`config.mk`:
```
export PLATFORM = sky130hd
export DESIGN_NAME = wso_front
export DESIGN_NICKNAME = d
export VERILOG_FILES = /design/src/wso_pkg.sv /design/src/wso_front.sv
export SDC_FILE = /design/constraint.sdc
export NUM_CORES = 2
export LEC_CHECK = 0
export BUFFER_PORTS_ARGS = -buffer_cell sky130_fd_sc_hd__buf_2
export CAP_MARGIN = 25
export CORE_ASPECT_RATIO = 1.1
export CORE_UTILIZATION = 60
export DETAILED_ROUTE_END_ITERATION = 7
export GPL_TIMING_DRIVEN = 1
export PLACE_DENSITY_LB_ADDON = 0.12
export SYNTH_ARGS = -nofsm -noshare
export SYNTH_HDL_FRONTEND = slang
export SYNTH_SLANG_ARGS = --single-unit
```
`constraint.sdc`:
```
create_clock -name clk -period 6.9 [get_ports clk]
set_input_delay 1.38 -clock clk [delete_from_list [all_inputs] [get_ports clk]]
set_output_delay 1.38 -clock clk [all_outputs]
set_load 0.005 [all_outputs]
```
`src/wso_pkg.sv`:
```
package wso_pkg;

    localparam int TABLE_LEN_DEF   = 2048;
    localparam int PHASE_BITS_DEF  = 32;
    localparam int SAMPLE_BITS_DEF = 16;

    localparam int STEP_BITS = 32;
    localparam int GAIN_BITS = 32;
    localparam int PROD_BITS = STEP_BITS + GAIN_BITS;
    localparam int PROD_TOP  = 47;
    localparam int FRAC_BITS = 16;

    localparam logic [GAIN_BITS-1:0] FREQ_GAIN_RESET = 32'h0001_0000;

    localparam int QUEUE_DEPTH = 4;
    localparam int BACK_STAGES = 3;
    localparam int IN_FLIGHT_MAX = 1 + QUEUE_DEPTH + BACK_STAGES;

    localparam longint unsigned HALF_PI_Q30 = 64'd1686629713;
    localparam longint unsigned ONE_Q30     = 64'd1 << 30;
    localparam int TAYLOR_TERMS = 7;
    localparam longint unsigned TAYLOR_DIV [TAYLOR_TERMS] = '{
        64'd6, 64'd20, 64'd42, 64'd72, 64'd110, 64'd156, 64'd210
    };

    typedef struct packed {
        logic full;
        logic empty;
    } queue_status_t;

endpackage

```
`src/wso_front.sv`:
```
module wso_front #(
    parameter int PHASE_BITS = wso_pkg::PHASE_BITS_DEF
) (
    input  logic                           clk,
    input  logic                           rst_n,
    input  logic                           freq_gain_we,
    input  logic [wso_pkg::GAIN_BITS-1:0]  freq_gain_wdata,
    input  logic                           in_valid,
    output logic                           in_ready,
    input  logic [wso_pkg::STEP_BITS-1:0]  phase_step,
    input  logic                           restart,
    input  wso_pkg::queue_status_t         queue_status,
    output logic                           push,
    output logic [PHASE_BITS-1:0]          push_phase
);

    logic [wso_pkg::GAIN_BITS-1:0] freq_gain_reg;
    logic                          valid_reg;
    logic [PHASE_BITS-1:0]         inc_reg;
    logic                          restart_reg;
    logic [PHASE_BITS-1:0]         acc_reg;
    logic [PHASE_BITS-1:0]         acc_next;
    logic [wso_pkg::PROD_BITS-1:0] prod;

    assign prod       = wso_pkg::PROD_BITS'(phase_step) * wso_pkg::PROD_BITS'(freq_gain_reg);
    assign in_ready   = !valid_reg || !queue_status.full;
    assign push       = valid_reg && !queue_status.full;
    assign push_phase = restart_reg ? '0 : acc_reg;
    assign acc_next   = push_phase + inc_reg;

    always_ff @(posedge clk or negedge rst_n)
    begin
        if (!rst_n)
        begin
            freq_gain_reg <= wso_pkg::FREQ_GAIN_RESET;
            valid_reg     <= 1'b0;
            acc_reg       <= '0;
        end
        else
        begin
            if (freq_gain_we)
            begin
                freq_gain_reg <= freq_gain_wdata;
            end
            if (in_ready)
            begin
                valid_reg <= in_valid;
            end
            if (push)
            begin
                acc_reg <= acc_next;
            end
        end
    end

    // truncated scaled increment, modulo one turn
    always_ff @(posedge clk)
    begin
        if (in_ready && in_valid)
        begin
            inc_reg     <= prod[wso_pkg::PROD_TOP -: PHASE_BITS];
            restart_reg <= restart;
        end
    end

endmodule

```
==> results.toml <==
[floorplanning]
dieWidth_um = 223
fp.coreArea_um2 = 52900
placementRows = 88
ioPinCount = 105
initial_core_utilization_pct = 61.1
chipHeight_um = 245
die_area_um2 = 54800

[yosys]
most_used_flip_flop_cell_after_synthesis = "dfrtp_1"
asyncSetResetFlopFracSynth_pct = 66.3
post-synth-top-area-cell = "fa_1"
number_of_enable_flip_flop_cells_after_synthesis = 33
postSynthAreaPerCell_um2 = 9.48
synth.net_count = 4463
ys_seq_area_share_pct = 8.10
yosysTopAreaCellShare_pct = 48.3
synth_cell_type_count = 62
netlist_area_before_placement_um2 = 32300
register_bit_count_reported_by_yosys = 98
synth_cells = 3409
netlist_top_cells_area = "fa_1 (48%), and2_1 (11%), inv_1 (8.8%)"
yosys_warnings = 0

[global_routing]
maximum_number_of_pins_on_one_net_before_global_route_repair = 70
initial_antenna_violation_count = 0
grt_pass1_wl_mm = 139
grt_pass1_vias = 26600
grt_remaining_overflow = 0
grt_use_total_pct = 33.7

[clock_tree]
htreeDepth = 3
cts_buffers = 9
number_of_sinks_driven_by_the_clock_tree = 98
ctsRootBufferMaster = "clkbuf_16"
postCtsHoldBufs = 0
clock_tree_from_tritoncts = "yes"
path_clk_slew_ns = 0.09
clock_latency_ns = 0.41
cts-root-to-sink-buffers = 2

[timing]
final_min_period_over_clock_period_pct = 121
final_hold_vios = 0
timing.fmax_mhz = 120
grt_setup_unrepaired = "true"
drv_slew = 0
worst-slew-pin-transition_ns = 0.660
final_setup_margin_ns = -1.45
fin_worst_hold_slack_ns = 0.475
slew_headroom_pct = 55.7
setup_viol = 32
finalWorstPathRequiredPeriod_ns = 8.35
clock-skew-final_ns = 0.0230

[finish]
most_used_cells_in_the_layout_excluding_fill_and_tap_cells = "fa_1 (753), inv_1 (736), and2_1 (512)"
layout_fillers = 4037
most_frequent_standard_cell_in_the_layout_excluding_fill_and_tap_cells = "fa_1"
area_growth_syn_to_layout_pct = 14.5
multiInputGateArea_um2 = 26900
layout.area.seq_um2 = 2620
drive_above_1_share_pct = 17.7
nets = 4708
antenna_cell_count = 0

[critical_path]
crit_arrival_ns = 8.51
start_to_end_type_of_the_worst_setup_path = "in -> reg"
crit_path_max_fanout = 11
worst-endpoint-required_ns = 7.06
worstRegToRegCells = 26
worst_path_largest_cell_delay_ns = 0.55
critPathSlowestCell = "fa_1"
cp-start-kind = "primary input"
critical-path-top-cell-by-count = "fa_1"
setup.worst_path.end_class = "register"

[run_status]
violations = "setup timing"
outcome = "finished with violations"

[placement]
place_worst_setup_slack_ns = -2.10
post-dp-hpwl_mm = 74.7
numPortBuffers = 103
gp_congestion = 0.931

[routing]
num_vias = 23700
drt_iter0_drc = 1339
route.antenna.remaining_nets = 0
detail_route.drc_violations = 0
route.final.wire_length_mm = 88.7
drtPass1Iterations = 5
routed_via_density = 5.47
drt-wirelength-per-cell_um = 20.5

[worst_hold_path]
hold_path_class = "reg -> reg"
hold-path-cell-count = 2

[run]
max_cap_violations = 0
-- final cells by class --
class	instances	share of cell area [%]
clock buffers	9	0.609
clock inverters	7	0.220
inverters	755	7.66
multi-input cells	2372	72.7
flip-flops and latches	98	7.08
well taps	675	2.28
repair buffers	418	9.44
-- cell usage after synthesis (all sizes together), types with 3 or more instances --
cell type / count
fa: 779
inv: 755
and2: 558
nand2: 407
ha: 204
clkbuf: 180
dfrtp: 64
xnor2: 56
a21oi: 51
o21ai: 47
nor2: 41
nor2b: 39
edfxtp: 33
mux2: 32
xor2: 25
a21o: 21
nand2b: 12
nor3: 12
nand3: 9
o21a: 9
o21bai: 7
and4: 6
nand4: 6
o31ai: 6
nor3b: 5
a211oi: 4
a31oi: 4
and3: 4
buf: 4
mux2i: 3
o211ai: 3
-- per-stage QoR --
stage	utilization, %	cell area, µm²	cells	setup TNS (ns)
floorplan	-	32500	3409	-23.32
global placement	67.0	35400	4282	-46.29
detailed placement	67.0	35400	4282	-48.94
CTS	68.8	36400	4314	-24.05
global route	70.0	37000	4334	-36.91
finish	70.0	37000	4334	-31.05
-- final timing paths --
kind                            slack (ns)                       endpoint                         start
worst min-delay path                  0.47         acc_reg[0]$_DFFE_PN0P_        acc_reg[0]$_DFFE_PN0P_
max in group asynchronous             4.93  freq_gain_reg[17]$_DFFE_PN0P_                         rst_n
min in group asynchronous             0.95          valid_reg$_DFFE_PN0N_                         rst_n
worst max-delay path                 -1.45          inc_reg[24]$_DFFE_PP_                phase_step[16]
worst max register to register       -1.17          inc_reg[24]$_DFFE_PP_  freq_gain_reg[6]$_DFFE_PN0P_
worst min register to register        0.47         acc_reg[0]$_DFFE_PN0P_        acc_reg[0]$_DFFE_PN0P_
-- worst max-delay path: cells and delay by family --
kind / cells / cell delay (ns)
xor+xnor: 1 / 0.13
simple gates: 3 / 0.58
buf+inv: 6 / 0.64
compound gates: 8 / 1.53
fa+ha+maj: 9 / 4.23
-- repair_timing --
action | in CTS | in global routing
setup buffers | 17 | 20
gates cloned | 1 | 2
setup endpoints to repair | 32 | 32
pin swaps | 96 | 79
gates resized for setup | 133 | 123
-- logic make-up (layout without fill, tap and decap cells) --
group,count (synthesis),count (layout),synth area share [%]
compound gates,166,166,3.43
xor+xnor,81,81,2.20
fa+ha+maj,983,983,56.2
buf+inv,939,1189,10.9
flops,98,98,8.10
mux,35,35,1.21
simple gates,1107,1107,18.0
-- metal layers --
layer	part of all wire, %	wire, µm	GRT usage (%)
met3	3.9	3430	3.36
met2	53	46700	60.7
met1	35	31200	37.1
met5	0	0	0
met4	8.3	7340	24.6
Power is left out: the tool's default activity adds up to more than one toggle a clock period on the data nets, which glitch-free logic cannot reach.
