[src/wso_pkg.sv]
package wso_pkg;

    localparam int TABLE_LEN_DEF   = 2048;
    localparam int PHASE_BITS_DEF  = 32;
    localparam int SAMPLE_BITS_DEF = 16;

    localparam int STEP_BITS = 32;
    localparam int GAIN_BITS = 32;
    localparam int PROD_BITS = STEP_BITS + GAIN_BITS;
    localparam int PROD_TOP  = 47;
    localparam int FRAC_BITS = 16;

    localparam logic [GAIN_BITS-1:0] FREQ_GAIN_RESET = 32'h0001_0000;

    localparam int QUEUE_DEPTH = 4;
    localparam int BACK_STAGES = 3;
    localparam int IN_FLIGHT_MAX = 1 + QUEUE_DEPTH + BACK_STAGES;

    localparam longint unsigned HALF_PI_Q30 = 64'd1686629713;
    localparam longint unsigned ONE_Q30     = 64'd1 << 30;
    localparam int TAYLOR_TERMS = 7;
    localparam longint unsigned TAYLOR_DIV [TAYLOR_TERMS] = '{
        64'd6, 64'd20, 64'd42, 64'd72, 64'd110, 64'd156, 64'd210
    };

    typedef struct packed {
        logic full;
        logic empty;
    } queue_status_t;

endpackage

[src/wso_queue.sv]
module wso_queue #(
    parameter int PHASE_BITS = wso_pkg::PHASE_BITS_DEF
) (
    input  logic                   clk,
    input  logic                   rst_n,
    input  logic                   push,
    input  logic [PHASE_BITS-1:0]  push_data,
    input  logic                   pop,
    output logic [PHASE_BITS-1:0]  pop_data,
    output wso_pkg::queue_status_t status
);

    localparam int PTR_BITS = $clog2(wso_pkg::QUEUE_DEPTH);
    localparam int CNT_BITS = $clog2(wso_pkg::QUEUE_DEPTH + 1);

    logic [PHASE_BITS-1:0] entry_reg [wso_pkg::QUEUE_DEPTH];
    logic [PTR_BITS-1:0]   wr_ptr_reg;
    logic [PTR_BITS-1:0]   rd_ptr_reg;
    logic [CNT_BITS-1:0]   count_reg;
    logic [CNT_BITS-1:0]   count_next;

    assign status.full  = count_reg == CNT_BITS'(wso_pkg::QUEUE_DEPTH);
    assign status.empty = count_reg == '0;
    assign pop_data     = entry_reg[rd_ptr_reg];

    always_comb
    begin
        count_next = count_reg;
        if (push && !pop)
        begin
            count_next = count_reg + 1'b1;
        end
        else if (pop && !push)
        begin
            count_next = count_reg - 1'b1;
        end
    end

    always_ff @(posedge clk or negedge rst_n)
    begin
        if (!rst_n)
        begin
            wr_ptr_reg <= '0;
            rd_ptr_reg <= '0;
            count_reg  <= '0;
        end
        else
        begin
            count_reg <= count_next;
            if (push)
            begin
                wr_ptr_reg <= wr_ptr_reg + 1'b1;
            end
            if (pop)
            begin
                rd_ptr_reg <= rd_ptr_reg + 1'b1;
            end
        end
    end

    always_ff @(posedge clk)
    begin
        if (push)
        begin
            entry_reg[wr_ptr_reg] <= push_data;
        end
    end

endmodule

[config.mk]
export PLATFORM = sky130hd
export DESIGN_NAME = wso_queue
export DESIGN_NICKNAME = d
export VERILOG_FILES = /design/src/wso_pkg.sv /design/src/wso_queue.sv
export SDC_FILE = /design/constraint.sdc
export NUM_CORES = 1
export LEC_CHECK = 0
export BUFFER_PORTS_ARGS = -buffer_cell sky130_fd_sc_hd__buf_2
export CAP_MARGIN = 20
export CELL_PAD_IN_SITES_DETAIL_PLACEMENT = 1
export CELL_PAD_IN_SITES_GLOBAL_PLACEMENT = 2
export CORE_ASPECT_RATIO = 0.5
export CORE_MARGIN = 2
export CORE_UTILIZATION = 48
export CTS_CLUSTER_DIAMETER = 40
export DETAILED_ROUTE_END_ITERATION = 8
export PLACE_DENSITY = 0.94
export SYNTH_ARGS = -nofsm -noshare
export SYNTH_HDL_FRONTEND = slang
export SYNTH_SLANG_ARGS = --single-unit
[constraint.sdc]
create_clock -name clk -period 4.2 [get_ports clk]
set_input_delay 0.42 -clock clk [delete_from_list [all_inputs] [get_ports clk]]
set_output_delay 0.42 -clock clk [all_outputs]
set_load 0.02 [all_outputs]
==> qor.txt, run 1 <==
Drt wl/cell: 20.8 µm
Post-CTS Setup Inserts: 0
Post-Syn Area per Cell: 25.0 µm²
CP endpoint kind: primary output
Area contributors post-synth: edfxtp_1, mux4_2, dfrtp_1
Final Skew: 0.00481 ns
Slew HR: 39.9%
Hold Crit Depth: 1
Max clock buf depth: 2
Seq cells post-synth: 135
Worst Hold Class: in2reg
CTS tree: yes
First-pass GRT wire length: 14600 µm
Setup Crit Path Kind: reg2out
Num CTS Buffers: 17
Sw Share: 30.0%
Synthesized area: 5060 µm²
IO Pins: 70
DP HPWL: 5420 µm
DRC Markers: 0
Worst Hold Launch: push_data[25]
Combinational Power Share: 27.5%
WP data arrival: 2.24 ns
Final wirelength: 9130 µm
NetSw: 1380 µW
Antenna violations before repair: 0
Top-area cell type share of the netlist area: 76.0%
Worst Hold Endpoint: entry_reg[2][25]
Detailed Routing Iterations Pass 1: 4
Setup violations, final: 0
EDFF count, synth: 128
Syn_nets: 244
Yosys warns: 0
R2R Path Start: wr_ptr_reg[1]
Max-Cap Viols: 0
IO buf count: 69
Leakage power: 0.00216 µW
Worst vdd ir: 0.000314 V
Placer's final routability congestion estimate: 0.628
R2R depth: 3
Number of diodes: 0
Mapped Cells: 202
Initial Util: 49.4%
CP Max Fanout: 17
Drt via density: 5.25
Layout area overhead: 20.6%
Later-pin clock latency in the skew report: 0.40 ns
Worst-margin pin slew: 0.901 ns
Highest Clock Rate: 376 MHz
Post-CTS Resized: 0
FFs w/ async S/R, synth: 5.19%
Row count: 26
Status: complete, no violations
Unrepaired setup endpoints after global routing: no
Worst EP required: 3.78 ns
Type of origin of the critical path: flip-flop
Max-slew violation count: 0
Worst reg-to-reg setup slack: 2.39 ns
Total number of vias: 2299
Max reg flops: 128
H-tree Lvls: 4
DIE AREA: 11400 µm²
Seq pwr share: 41.5%
Synth area leader: edfxtp_1
Setup TNS: 0 ns
Antenna viol nets, final: 0
Internal Pwr Total: 3230 µW
Post-synth cell types: 20
Die width: 149 µm
Clock power share: 31.0%
Register area share after synthesis: 79.4%
Layout cells sized above 1: 43.6%
Final #Nets: 327
Root Driver: clkbuf_16
Vias in the first global route: 2600
Largest net degree at the start of global routing: 33
Gr ovfl total: 0
Reg2Reg Capture Point: entry_reg[1][4]
Hold_buf cts: 1
Pwr dens: 756 nW/µm²
Clock Sinks: 135
Final hold vios: 0
Placed cells: 405
Initial drt markers: 94
GRT Util Overall: 17.8%
Core Box Area: 10200 µm²
Top_reg_cell synth: edfxtp_1
Final Cycle Share: 63.4%
CTS clk-pin slew, worst paths: 0.05 ns
Die height: 76.6 µm
Final non-filler cell total: 438
Tmin final: 2.66 ns
## layout by cell type (no fill, tap or decap), types with 4 or more instances in the layout
master / count
mux4_2: 28
clkbuf_16: 17
xor2_1: 4
mux4_1: 4
inv_1: 4
dfrtp_1: 6
ha_1: 5
clkinv_1: 5
buf_2: 69
edfxtp_1: 128
clkinv_2: 4
and2_2: 4
## critical path: stages (launching register included)
cell and delay [ns]:
dfrtp_1 0.87, buf_4 0.40, mux4_2 0.37, buf_2 0.18
## power by group through the flow
stage | sequential (µW) | clock (µW) | combinational (µW)
finish | 1920 | 1430 | 1270
global route | 1950 | 1510 | 1370
CTS | 1920 | 1460 | 1300
detailed placement | 1940 | 0 | 1290
global placement | 1990 | 0 | 1150
floorplan | 1850 | 0 | 1010
## cell usage after synthesis, types with 2 or more instances
master / instances
and2_1: 4
inv_1: 4
ha_1: 5
edfxtp_1: 128
mux4_2: 28
xor2_1: 4
mux4_1: 4
buf_12: 3
nand2_1: 2
buf_2: 3
xnor2_1: 2
dfrtp_1: 7
## stage by stage
step	total power (µW)	utilization [%]	area (µm²)	hold slack (ns)	worst slack [ns]
3_5_place_dp	3230	53.9	5520	0.266	2.00
6_report	4620	59.6	6100	0.231	1.54
3_3_place_gp	3140	53.7	5500	0.263	1.78
2_1_floorplan	2860	-	5060	0.124	2.40
5_1_grt	4830	59.6	6100	0.220	1.46
4_1_cts	4670	59.6	6100	0.212	1.52
## worst max path at each step
stage,from,to,slack (ns),cells past startpoint
after floorplan,wr_ptr_reg[0],entry_reg[2][0],2.40,3
after global placement,rd_ptr_reg[0],pop_data[27],1.78,2
after detailed placement,rd_ptr_reg[1],pop_data[16],2.00,3
after CTS,rd_ptr_reg[1],pop_data[16],1.52,3
after global routing,rd_ptr_reg[1],pop_data[16],1.46,3
final,rd_ptr_reg[1],pop_data[8],1.54,3
## per-layer routing
metal  vias up  track usage, %  share of wire [%]  wire [µm]
met5         -               0                  0          0
met4         0            7.24                2.0        180
met3        15            5.33                3.7        342
met2        61            28.4                 51       4680
met1      1206            23.1                 43       3920
li1       1017               -                  -          -
## cell families after synthesis
family                     count (synthesis)  share of synthesized area [%]
adders and majority gates                  6                           1.63
buffers and inverters                     12                           2.08
muxes                                     33                           14.8
xor gates and xnor gates                   6                           1.04
AOI/OAI and AO/OA                          1                         0.0988
DFF                                      135                           79.4
and+or+nand+nor                            9                          0.964
## cell type report
cell class | count | area [µm²]
Clock buffer | 19 | 433
Multi-Input combinational cell | 55 | 941
Timing Repair Buffer | 72 | 383
Fill cell | 883 | 4140
Tap cell | 140 | 175
Sequential cell | 135 | 4020
Inverter | 4 | 15.0
Clock inverter | 13 | 136
No activity file was read; power rests on OpenSTA's default activity.
==> inputs of run 2 (changes only) <==
--- a/config.mk
+++ b/config.mk
@@ -11,10 +11,10 @@
 export CELL_PAD_IN_SITES_GLOBAL_PLACEMENT = 2
 export CORE_ASPECT_RATIO = 0.5
 export CORE_MARGIN = 2
-export CORE_UTILIZATION = 48
+export CORE_UTILIZATION = 40
 export CTS_CLUSTER_DIAMETER = 40
 export DETAILED_ROUTE_END_ITERATION = 8
-export PLACE_DENSITY = 0.94
+export PLACE_DENSITY = 0.85
 export SYNTH_ARGS = -nofsm -noshare
 export SYNTH_HDL_FRONTEND = slang
 export SYNTH_SLANG_ARGS = --single-unit
==> constraint.sdc (replaced) <==
create_clock -name clk -period 2.4 [get_ports clk]
set_input_delay 0.24 -clock clk [delete_from_list [all_inputs] [get_ports clk]]
set_output_delay 0.24 -clock clk [all_outputs]
set_load 0.02 [all_outputs]
==> qor.txt, run 2 (synthesis gave the netlist of run 1 again) <==
Status: complete, no violations
Commonest non-fill, non-tap cell in the layout: edfxtp_1
DRC Markers: 0
Max-slew violation count: 0
Leakage power: 0.00226 µW
Fin util: 52.6%
CTS tree: yes
Initial drt markers: 140
Row count: 28
Final Cycle Share: 92.6%
Worst Hold Class: in2reg
Highest Clock Rate: 450 MHz
Setup Crit Path Kind: reg2out
Pwr dens: 1380 nW/µm²
CTS clk-pin slew, worst paths: 0.06 ns
Gr ovfl total: 0
Critical-path top delay cell: dfrtp_4
Filler instances: 1095
Initial Util: 41.9%
Core Box Area: 12100 µm²
Top delay family on crit path: flip-flops
IO buf count: 69
Worst-path cell chain: buf_4, mux4_2, buf_2
Final Power: 8770 µW
Clock Sinks: 135
Tmin final: 2.22 ns
Detailed Routing Iterations Pass 1: 4
Num CTS Buffers: 17
Slowest stage delay, CP: 0.58 ns
Setup violations, final: 0
Post-CTS Setup Inserts: 0
IO Pins: 70
Unrepaired setup endpoints after global routing: no
Final wirelength: 10300 µm
Final non-filler cell total: 469
Later-pin clock latency in the skew report: 0.42 ns
Largest net degree at the start of global routing: 26
Root Driver: clkbuf_16
Max clock buf depth: 2
Type of origin of the critical path: flip-flop
Placer's final routability congestion estimate: 0.658
Total number of vias: 2359
Final Skew: 0.0134 ns
Most frequent cells in the layout: edfxtp_1, buf_2, mux4_2
Drt via density: 5.03
Layout area overhead: 25.6%
Max-Cap Viols: 0
Worst-margin pin slew: 0.516 ns
First-pass GRT wire length: 15900 µm
DIE AREA: 13600 µm²
CP Max Fanout: 13
Setup TNS: 0 ns
Drt wl/cell: 22.0 µm
GRT Util Overall: 16.5%
WP data arrival: 1.98 ns
Die width: 163 µm
Antenna viol nets, final: 0
Vias in the first global route: 2700
DP HPWL: 6250 µm
Die height: 83.5 µm
Final hold vios: 0
Final #Nets: 333
Max reg flops: 128
Placed cells: 436
CP Buf/Inv Count: 2
Number of diodes: 0
Worst vdd ir: 0.000601 V
CP endpoint kind: primary output
Layout cells sized above 1: 46.1%
Worst EP required: 2.16 ns
H-tree Lvls: 4
Antenna violations before repair: 0
Slew HR: 65.6%
## run 2: changes by cell type in the layout (fill, tap and decap cells not counted)
cell / change
buf_4: +1
clkinv_1: -2
buf_12: +5
clkbuf_1: -2
inv_6: +1
dfrtp_4: +1
clkinv_2: -2
bufinv_16: +4
dfrtp_2: -1
clkinvlp_4: +1
## run 2: path summary, 6_finish.rpt
| check | startpoint | end | slack (ns) | cells after the start |
|---|---|---|---|---|
| min reg2reg | count_reg[2] | count_reg[2] | 0.54 | 1 |
| max in group asynchronous | rst_n | rd_ptr_reg[0] | 2.02 | 2 |
| min in group asynchronous | rst_n | wr_ptr_reg[1] | 0.19 | 2 |
| max | rd_ptr_reg[0] | pop_data[11] | 0.18 | 3 |
| max reg2reg | wr_ptr_reg[0] | entry_reg[2][17] | 0.81 | 4 |
| min | push_data[18] | entry_reg[3][18] | 0.04 | 1 |
## run 2: through the flow
stage | worst slack, ns | cell area (µm²) | hold WS, ns
6_report | 0.178 | 6360 | 0.0367
5_1_grt | 0.0799 | 6360 | 0.0246
3_3_place_gp | 0.534 | 5660 | 0.0812
4_1_cts | 0.0316 | 6350 | 0.0215
2_1_floorplan | 0.598 | 5060 | -0.0556
3_5_place_dp | 0.490 | 5660 | 0.0849
## run 2: what timing repair did
| item | CTS | global route |
|---|---|---|
| resized for setup | 0 | 1 |
| endpoints found under the hold margin | 7 | 0 |
| setup endpoints to repair | 0 | 2 |
| hold buffers | 1 | 0 |
## run 2: layout make-up
type	instances	area, µm²	share of cell area [%]
Multi-Input combinational cell	55	941	14.8
Tap cell	165	206	3.25
Clock buffer	17	425	6.69
Inverter	4	15.0	0.236
Clock inverter	15	255	4.02
Sequential cell	135	4020	63.3
Timing Repair Buffer	78	490	7.72
## run 2: where the power goes
| group | internal, µW | switching (µW) |
|---|---|---|
| Clock | 2040 | 971 |
| Sequential | 3100 | 259 |
| Combinational | 1060 | 1350 |
| Total | 6200 | 2580 |
## run 2: routing by layer
metal  share of wire [%]  GRT usage [%]  vias up  wire [µm]
li1                    -              -     1025          -
met1                  42           19.8     1275       4300
met2                  53           27.7       48       5490
met3                 4.1           5.86       11        427
met4                 1.1           5.79        0        111
met5                   0              0        -          0
